==> src/sts_pkg.sv <==
`default_nettype none
// ----------------------------------------------------------------------------
// sts_pkg
// Shared widths, state encoding and clipping helper for the triangular solver.
// ----------------------------------------------------------------------------
package sts_pkg;

	localparam int VALUE_BITS = 32;
	localparam int FRAC_BITS  = 16;
	localparam int SUM_BITS   = VALUE_BITS + 16;
	localparam int IDX_BITS   = 10;
	localparam int DEPTH      = 1 << IDX_BITS;
	localparam int TAG_BITS   = 8;
	localparam int WORD_BITS  = TAG_BITS + VALUE_BITS;
	localparam int DVD_BITS   = SUM_BITS + FRAC_BITS;
	localparam int CNT_BITS   = $clog2(DVD_BITS + 1);

	typedef enum logic [2:0] {
		ST_IDLE,
		ST_CLEAR,
		ST_READ,
		ST_MUL,
		ST_ACC,
		ST_NUM,
		ST_DIV,
		ST_FIN
	} state_t;

	typedef struct packed {
		logic                  flag;
		logic [SUM_BITS-1:0]   value;
	} clip_t;

	function automatic clip_t clip_sum(input logic signed [SUM_BITS+1:0] v);
		clip_t                 r;
		logic signed [SUM_BITS+1:0] hi;
		logic signed [SUM_BITS+1:0] lo;
		hi = (SUM_BITS+2)'((64'd1 << (SUM_BITS - 1)) - 64'd1);
		lo = -hi - (SUM_BITS+2)'(1);
		r.flag  = 1'b0;
		r.value = v[SUM_BITS-1:0];
		if (v > hi) begin
			r.flag  = 1'b1;
			r.value = hi[SUM_BITS-1:0];
		end else if (v < lo) begin
			r.flag  = 1'b1;
			r.value = lo[SUM_BITS-1:0];
		end
		return r;
	endfunction

endpackage
`default_nettype wire

==> src/sts_div.sv <==
`default_nettype none
// ----------------------------------------------------------------------------
// sts_div
// Unsigned restoring divider, one quotient bit per cycle.
// ----------------------------------------------------------------------------
module sts_div
	import sts_pkg::*;
(
	input  wire logic                  clk,
	input  wire logic                  arst_n,
	input  wire logic                  start,
	input  wire logic [DVD_BITS-1:0]   dividend,
	input  wire logic [VALUE_BITS-1:0] divisor,
	output logic                       done,
	output logic      [DVD_BITS-1:0]   quotient
);

	logic [CNT_BITS-1:0]   cnt_q;
	logic                  busy_q;
	logic [VALUE_BITS-1:0] rem_q;
	logic [DVD_BITS-1:0]   quo_q;
	logic [VALUE_BITS-1:0] dsr_q;
	logic [VALUE_BITS:0]   trial;

	assign trial    = {rem_q, quo_q[DVD_BITS-1]};
	assign done     = busy_q && (cnt_q == '0);
	assign quotient = quo_q;

	always_ff @(posedge clk or negedge arst_n) begin
		if (!arst_n) begin
			busy_q <= 1'b0;
			cnt_q  <= '0;
		end else if (start) begin
			busy_q <= 1'b1;
			cnt_q  <= CNT_BITS'(DVD_BITS);
		end else if (busy_q && cnt_q != '0) begin
			cnt_q <= cnt_q - CNT_BITS'(1);
		end else begin
			busy_q <= 1'b0;
		end
	end

	always_ff @(posedge clk) begin
		if (start) begin
			rem_q <= '0;
			quo_q <= dividend;
			dsr_q <= divisor;
		end else if (busy_q && cnt_q != '0) begin
			if (trial >= {1'b0, dsr_q}) begin
				rem_q <= VALUE_BITS'(trial - {1'b0, dsr_q});
				quo_q <= {quo_q[DVD_BITS-2:0], 1'b1};
			end else begin
				rem_q <= trial[VALUE_BITS-1:0];
				quo_q <= {quo_q[DVD_BITS-2:0], 1'b0};
			end
		end
	end

endmodule
`default_nettype wire

==> config.mk <==
export PLATFORM = sky130hd
export DESIGN_NAME = sts_div
export DESIGN_NICKNAME = d
export VERILOG_FILES = /design/src/sts_pkg.sv /design/src/sts_div.sv
export SDC_FILE = /design/constraint.sdc
export NUM_CORES = 1
export LEC_CHECK = 0
export ABC_AREA = 0
export ABC_CLOCK_PERIOD_IN_PS = 10180
export BUFFER_PORTS_ARGS = -buffer_cell sky130_fd_sc_hd__buf_2
export CAP_MARGIN = 5
export CORE_UTILIZATION = 48
export CTS_BUF_LIST = sky130_fd_sc_hd__clkbuf_2 sky130_fd_sc_hd__clkbuf_4 sky130_fd_sc_hd__clkbuf_8
export CTS_CLUSTER_SIZE = 25
export DETAILED_ROUTE_END_ITERATION = 12
export HOLD_SLACK_MARGIN = 0.03
export PLACE_DENSITY = 0.72
export SKIP_CTS_REPAIR_TIMING = 1
export SYNTH_ARGS = -nofsm -noshare
export SYNTH_HDL_FRONTEND = slang
export SYNTH_SLANG_ARGS = --single-unit
==> constraint.sdc <==
create_clock -name clk -period 10.18 [get_ports clk]
set_clock_uncertainty 0.1 [all_clocks]
set_input_delay 3.054 -clock clk [delete_from_list [all_inputs] [get_ports clk]]
set_output_delay 3.054 -clock clk [all_outputs]
set_load 0.01 [all_outputs]
==> results of run 1 <==
power breakdown:
| part | internal (mW) | leakage, nW | switching (mW) | total, mW |
|---|---|---|---|---|
| clock | 0.277 | 0.228 | 0.232 | 0.509 |
| sequential | 0.744 | 1.35 | 0.0871 | 0.831 |
| combinational | 0.332 | 2.29 | 0.448 | 0.779 |
cells in the mapped netlist (7+ instances only):
master                     number  area (um^2)
sky130_fd_sc_hd__nand2_1       68          255
sky130_fd_sc_hd__inv_1         40          150
sky130_fd_sc_hd__xnor2_1       14          123
sky130_fd_sc_hd__a311oi_1      15          131
sky130_fd_sc_hd__a21o_1        19          143
sky130_fd_sc_hd__o21ai_0       25          125
sky130_fd_sc_hd__clkbuf_1      28          105
sky130_fd_sc_hd__a21oi_1       32          160
sky130_fd_sc_hd__o21a_1        10         75.1
sky130_fd_sc_hd__xor2_1        15          131
sky130_fd_sc_hd__ha_1          34          425
sky130_fd_sc_hd__a211oi_1       9         67.6
sky130_fd_sc_hd__a31oi_1        9         56.3
sky130_fd_sc_hd__nor2_1        47          176
sky130_fd_sc_hd__nor3_1         8         40.0
sky130_fd_sc_hd__mux2_2        65          732
sky130_fd_sc_hd__and3_1         7         43.8
sky130_fd_sc_hd__edfxtp_1      96         2880
sky130_fd_sc_hd__nand3_1       17         85.1
sky130_fd_sc_hd__dfrtp_1        8          200
sky130_fd_sc_hd__dfxtp_1       32          641
stage by stage:
stage	power (mW)	area [um^2]	cells	utilization	setup WS, ns
2_1_floorplan	1.39	7370	678	-	4.73
3_3_place_gp	1.58	8310	994	0.563	4.87
3_5_place_dp	1.61	8310	994	0.563	4.81
4_1_cts	2.13	8760	1026	0.594	5.21
5_1_grt	2.26	8760	1026	0.594	5.11
6_report	2.12	8760	1026	0.594	5.29
routing by layer:
metal  part of all wire  global-route usage  vias to the layer above  routed length [um]
li1                   -                   -                     2811                   -
met1               0.42               0.277                     2779                7380
met2               0.48               0.377                      219                8360
met3              0.072              0.0722                       25                1260
met4              0.023              0.0886                        0                 400
met5                  0                   0                        -                   0
layout make-up:
| cell class | count | share of cell area |
|---|---|---|
| Tap cell | 184 | 0.0263 |
| Clock inverter | 14 | 0.0240 |
| Sequential cell | 136 | 0.425 |
| Multi-Input combinational cell | 467 | 0.383 |
| Inverter | 40 | 0.0171 |
| Timing Repair Buffer | 167 | 0.0968 |
| Clock buffer | 18 | 0.0276 |
state kept, by name (all words and copies together), names as in the netlist:
name and flops:
busy_q 1, cnt_q 7, dsr_q 32, quotient 64, rem_q 32
final timing paths:
check                            endpoint      start  slack, ns  cells past startpoint
worst max-delay path                 done   cnt_q[3]       5.29                      4
max in group asynchronous        cnt_q[0]     arst_n       7.48                      1
worst min-delay path            rem_q[19]  rem_q[19]       0.39                      2
worst max register to register   rem_q[3]  dsr_q[18]       6.64                     10
min in group asynchronous        cnt_q[3]     arst_n       2.32                      1
worst min register to register  rem_q[19]  rem_q[19]       0.39                      2
cells by family (layout without fill, tap and decap cells):
family | count (synthesis) | count (layout)
compound gates | 158 | 158
fa+ha+maj | 35 | 35
simple gates | 179 | 179
flops | 136 | 136
buf+inv | 75 | 239
mux | 66 | 66
xor+xnor | 29 | 29
worst max-delay path: stages (launching register included):
cell and delay (ns):
sky130_fd_sc_hd__dfrtp_1 0.43, sky130_fd_sc_hd__nor4_1 0.39, sky130_fd_sc_hd__nand3b_1 0.17, sky130_fd_sc_hd__nor2_1 0.14, sky130_fd_sc_hd__buf_2 0.15
==> flow_results.org, run 1 <==
** Detailed routing
- The detailed router finished its first iteration with 369 violations.
- Routed via count divided by cell count :: 5.69
- Total detailed-routing wirelength :: 17400 um
- In the final routed layout, each cell accounts on average for 17.0 um.
- Routed via count :: 5834
- In this run the remaining antenna-violating nets after routing total 0.
- In the routed design, unresolved DRC markers number 0.
- The first detailed-routing pass took 5 iterations.

** Placement
- Total of buffers placed on input and output ports :: 163
- Once detailed placement completed, the half-perimeter wirelength came to 12300 um.
- Placer's final routability congestion estimate :: 0.903

** Finish
- Area taken by flip-flops and latches :: 3720 um^2
- Leading cell type in the layout, fill and taps excluded :: sky130_fd_sc_hd__buf_2
- Of the cells placed in the final design, the portion with a size suffix greater than 1 is 0.319.
- The layout has 1252 filler cells.
- The repair_antennas step left the layout with diodes totalling 0.
- In the final layout, the multi-input gates occupy 3360 um^2.
- Layout area overhead :: 18.8%
- Net count of the finished layout :: 963
- Most used cells in the layout excluding fill and tap cells :: sky130_fd_sc_hd__buf_2 (162), sky130_fd_sc_hd__edfxtp_1 (96), sky130_fd_sc_hd__nand2_1 (67)

** Setup path
- Data arrival time at the worst-slack endpoint :: 1.73 ns
- Critical path peak fanout :: 4
- Launching element type of the critical path :: flop
- STA classifies the critical path endpoint as a primary output.
- The worst setup path is of the reg2out kind.
- Data on the critical path is required at its endpoint by 7.03 ns.

** Logic synthesis
- Average cell area after synthesis :: 10.9 um^2
- Sequential share of the synthesized area :: 0.505
- The fraction of the mapped netlist area in compound gates came to 0.148.
- Of the total synthesized cell area, the portion taken by full adders, half adders and majority gates is 0.0604.
- Of the total synthesized cell area, the portion taken by XOR and XNOR cells is 0.0344.
- Yosys mapped the design onto 62 distinct sky130hd cell types.
- During synthesis, Yosys emitted a total of 0 warnings.
- Post-Synth Simple-Gate Area :: 0.111
- Measured against the total synthesized area, the mux share comes to 0.101.
- FF+latch count, synth :: 136
- In the synthesized netlist, the number of instances is 678.
- Counting flops with a built-in enable in the synthesized netlist gives 96.
- Share of flip-flops with an asynchronous set or reset :: 0.0588
- Combinational family with the most area after synthesis :: compound AO/OA/AOI/OAI gates
- Post-synthesis cell area :: 7370 um^2
- Mapped Nets :: 812
- The most used flip-flop cell after synthesis is sky130_fd_sc_hd__edfxtp_1.

** CTS
- Clock latency on the worst-skew pair, taken at its later pin, is 0.46 ns.
- The H-tree generated during clock tree synthesis spans 4 levels.
- TritonCTS built the clock tree.
- The longest clock path from root to sink contains 2 buffers.
- Cell chosen for the clock root :: sky130_fd_sc_hd__clkbuf_8
- After clock tree synthesis, the clock-pin slew on the worst setup and hold paths is 0.09 ns.
- Counting every sink on the clock net gives 136.
- Buffers inserted during clock tree synthesis total 17.

** Floorplan
- The core region is 14800 um^2.
- Cell Rows :: 44
- The die covers 15900 um^2.
- The die is 126 um tall.
- Top Ports :: 164
- Width of the die :: 126 um
- Initial cell density of the core :: 0.500

** GRT
- Via count of the first global-routing pass :: 5879
- Wire length of the first global-routing pass :: 28500 um
- Number of antenna violations at the first check in global routing :: 0
- Entering global routing, the biggest net connects 78 pins.
- For this run, the total global-route usage over all layers was measured as 0.228.
- Summed over all layers, the global routing overflow is 0.

** Timing
- Period utilisation layout :: 0.480
- Maximum clock frequency :: 205 MHz
- Actual transition at the worst max-transition pin :: 0.935 ns
- After routing, the total negative slack on setup checks comes to 0 ns.
- The routed design could run at a clock period as short as 4.89 ns.
- Setup repair after global routing missed its margin :: no
- Worst-case hold slack :: 0.394 ns
- Fin. max-slew vios :: 0
- Setup violations remaining at the end of the flow were counted as 0.
- Slew HR :: 0.377
- The number of hold violations in the final report is 0.

** Power and ir drop
- For this design the ratio of total power to cell area is 242 nW/um^2.
- The analysis attributes to cell leakage a power of 3.86 nW.
- VDD sags by at most 0.149 mV.

** Min path
- The path class of the tightest hold or removal check is reg2reg.

** Job
- Max capacitance violation total :: 0

** Outcome
- Outcome :: complete, no violations
Power figures use the tool's default switching activity.
==> run 2, diff against run 1 <==
--- a/config.mk
+++ b/config.mk
@@ -5,8 +5,8 @@
 export SDC_FILE = /design/constraint.sdc
 export NUM_CORES = 1
 export LEC_CHECK = 0
-export ABC_AREA = 0
-export ABC_CLOCK_PERIOD_IN_PS = 10180
+export ABC_AREA = 1
+export ABC_CLOCK_PERIOD_IN_PS = 4200
 export BUFFER_PORTS_ARGS = -buffer_cell sky130_fd_sc_hd__buf_2
 export CAP_MARGIN = 5
 export CORE_UTILIZATION = 48
@@ -14,7 +14,7 @@
 export CTS_CLUSTER_SIZE = 25
 export DETAILED_ROUTE_END_ITERATION = 12
 export HOLD_SLACK_MARGIN = 0.03
-export PLACE_DENSITY = 0.72
+export PLACE_DENSITY = 0.74
 export SKIP_CTS_REPAIR_TIMING = 1
 export SYNTH_ARGS = -nofsm -noshare
 export SYNTH_HDL_FRONTEND = slang
==> constraint.sdc (replaced) <==
create_clock -name clk -period 4.2 [get_ports clk]
set_clock_uncertainty 0.1 [all_clocks]
set_input_delay 1.26 -clock clk [delete_from_list [all_inputs] [get_ports clk]]
set_output_delay 1.26 -clock clk [all_outputs]
set_load 0.01 [all_outputs]
==> run 2 against run 1 <==
- non-clock buffer count rose by 5
- first-iteration DRC count rose by 34%
- global-route usage rose by 1.2 points
- utilization fell by 1.6 points
- critical path depth rose by 2
- power rose to 3.0 times the previous value
- worst hold slack got worse by 0.018 ns
- wire length rose by 18%
==> flow_results.org, run 2 <==
** CTS
- Clock latency on the worst-skew pair :: 0.46 ns
- CTS built an H-tree with a depth of 4.
- Cell chosen for the clock root :: sky130_fd_sc_hd__clkbuf_8
- After clock tree synthesis, the clock-pin slew on the worst setup and hold paths is 0.08 ns.
- Number of buffers created by CTS :: 17
- Maximum number of buffers from clock root to sink :: 2
- TritonCTS built the clock tree.
- Clock tree synthesis found a total of 136 sinks.

** Timing
- Fin. Hold Viols :: 0
- Slew HR :: 0.282
- Setup repair after global routing left no endpoint under its margin.
- Period utilisation layout :: 0.693
- Maximum clock frequency :: 344 MHz
- For the pin with the worst max-slew slack, the measured transition is 1.08 ns.
- Fin. max-slew vios :: 0
- Setup violations, final :: 0
- Hold timing on the final database bottoms out at a slack of 0.376 ns.
- Final total negative setup slack :: 0 ns
- Setup slack of the critical path after layout :: 1.29 ns
- After layout, the minimum clock period comes to 2.91 ns.

** Logic synthesis
- sky130_fd_sc_hd__edfxtp_1 takes more of the synthesized area than any other cell.
- In this run, synthesis produced a sequential element count of 136.
- Ranked by instance count, the synthesized netlist is headed by sky130_fd_sc_hd__nand2_1 (511), sky130_fd_sc_hd__inv_1 (186), sky130_fd_sc_hd__edfxtp_1 (96).
- A synthesized cell averages 7.25 um^2.
- Share of flip-flops with an asynchronous set or reset :: 0.0588
- Biggest area contributors in the synthesized netlist :: sky130_fd_sc_hd__edfxtp_1 (35%), sky130_fd_sc_hd__nand2_1 (23%), sky130_fd_sc_hd__inv_1 (8.4%), sky130_fd_sc_hd__dfxtp_1 (7.7%), sky130_fd_sc_hd__ha_1 (5.1%)
- Mapped Nets :: 1276
- After synthesis, the netlist uses 35 different library cells.
- Counting flops with a built-in enable in the synthesized netlist gives 96.
- Count leader, synth :: sky130_fd_sc_hd__nand2_1
- Number of cells produced by synthesis :: 1142
- Of the post-synthesis cell area, the dominant cell type holds 0.348.
- For this run, the leading register cell type out of synthesis is sky130_fd_sc_hd__edfxtp_1.
- Yosys printed 0 warnings.
- Sequential share of the synthesized area :: 0.450
- After synthesis the cells add up to 8280 um^2.

** Placement
- After detailed placement, the total cell area comes to 9280 um^2.
- Post-placement setup slack :: 1.41 ns
- Placer's final routability congestion estimate :: 0.921
- Placed wire-length estimate after detailed placement :: 15400 um
- Total of buffers placed on input and output ports :: 163

** Detailed routing
- DRC Markers :: 0
- Detailed-routed wire length on met2 :: 9700 um
- Met1 wire length :: 9160 um
- The routed layout has 7371 vias.
- Routed via count divided by cell count :: 4.80
- Detailed route wirelength on metal3 :: 1310 um
- Before antenna repair, the detailed router went through 8 iterations.
- In the final routed layout, each cell accounts on average for 13.3 um.
- In this run the top signal layer used is met4.
- Initial detailed-routing violation count :: 494
- Post-route antenna net violation count :: 0
- Total detailed-routing wirelength :: 20500 um

** Finish
- Utilization of the core after routing :: 0.577
- After filler insertion, the fill cell instance count of the layout stands at 1621.
- Antenna diode count :: 0
- Area taken by flip-flops and latches :: 3720 um^2
- The finished cells cover 9640 um^2.
- The net count of the finished layout is 1437.
- Layout area overhead :: 16.5%
- Share of layout cells above drive strength 1 :: 0.172
- Leaving out fill and tap cells, the most frequent cells in the layout are sky130_fd_sc_hd__nand2_1 (511), sky130_fd_sc_hd__inv_1 (184), sky130_fd_sc_hd__buf_2 (162).
- Leading cell type in the layout, fill and taps excluded :: sky130_fd_sc_hd__nand2_1
- The register with the most flip-flops in the layout has 64 of them.
- Footprint of the multi-input gates :: 3680 um^2

** Setup path
- STA classifies the critical path endpoint as a primary output.
- Largest stage delay on the critical path :: 0.38 ns
- The slowest stage of the critical path is the sky130_fd_sc_hd__dfrtp_1 cell.
- Series of cell instances along the critical path :: inv_1 -> nand2_1 -> nor3_2 -> nand3_1 -> nor2_1 -> buf_2
- Start point of the critical path :: cnt_q[3]
- Launching element type of the critical path :: flop
- Launch instance of the worst register-to-register path :: dsr_q[22]
- Critical path peak fanout :: 3
- Endpoint required time on the critical path :: 2.84 ns
- STA puts the critical path data arrival time at 1.55 ns.
- WS Path Type :: reg2out

** Floorplan
- For this configuration, the core starts out at a cell density of 0.496.
- Std-Cell Core Area :: 16700 um^2
- Cell Rows :: 47
- Width of the die :: 133 um
- 164 I/O pins were placed.
- The die covers 17800 um^2.
- Chip Height :: 133 um

** Power and ir drop
- The analysis attributes to cell leakage a power of 5.28 nW.
- Power per cell area :: 650 nW/um^2
- IR drop worst, VDD :: 0.305 mV

** Min path
- Worst hold path class :: reg2reg
- The startpoint identified for the worst hold timing path is rem_q[10].

** GRT
- Wire length of the first global-routing pass :: 33300 um
- Via count of the first global-routing pass :: 6867
- The number of antenna violations at the first check in global routing came to 0.
- For this run the aggregate overflow at the end of global routing stands at 0.
- Global-route total usage across every layer :: 0.240
- Pin count of the biggest net entering global routing :: 68

** Job
- Max-cap violations in this run came to 0.

** Outcome
- The flow ran to the end, and the final reports show no timing, DRC or antenna violations.
run 2: cell type report:
class | instances | share of cell area
Clock buffer | 17 | 0.0243
Timing Repair Buffer | 172 | 0.0919
Inverter | 191 | 0.0743
Multi-Input combinational cell | 785 | 0.381
Tap cell | 220 | 0.0285
Clock inverter | 15 | 0.0135
Sequential cell | 136 | 0.386
run 2: worst paths after layout:
check | end | slack [ns] | cells after the start
worst max-delay path | done | 1.29 | 6
worst min-delay path | rem_q[10] | 0.38 | 2
worst max register to register | rem_q[29] | 1.51 | 15
worst min register to register | rem_q[10] | 0.38 | 2
max in group asynchronous | cnt_q[2] | 3.30 | 1
min in group asynchronous | busy_q | 0.51 | 1
run 2: worst max-delay path: cells and delay by family (launching register included):
family / cells / cell delay [ns]
buffers and inverters: 2 / 0.23
AND/OR/NAND/NOR: 4 / 0.48
flip-flops: 1 / 0.38
run 2: cells by family (layout without fill, tap and decap cells):
logic type,Yosys count,after routing,synth area share
fa+ha+maj,35,35,0.0538
xor+xnor,14,14,0.0148
simple gates,689,689,0.345
flops,136,136,0.450
compound gates,47,47,0.0305
buf+inv,221,395,0.106
run 2: power breakdown:
| group | total, mW | leakage [nW] | internal (mW) | switching (mW) |
|---|---|---|---|---|
| combinational | 3.14 | 3.73 | 1.14 | 2.00 |
| sequential | 2.09 | 1.37 | 1.86 | 0.228 |
| clock | 1.03 | 0.179 | 0.432 | 0.601 |
run 2: per-stage QoR:
step,power (mW),instances
final,6.27,1536
after global routing,6.83,1536
after CTS,6.29,1536
after detailed placement,5.24,1504
after global placement,5.19,1504
after floorplan,4.47,1142
run 2: metal layers:
metal | GRT usage | vias to the layer above
met1 | 0.311 | 3276
met5 | 0 | -
met2 | 0.396 | 213
met4 | 0.0745 | 0
met3 | 0.0567 | 21
li1 | - | 3861
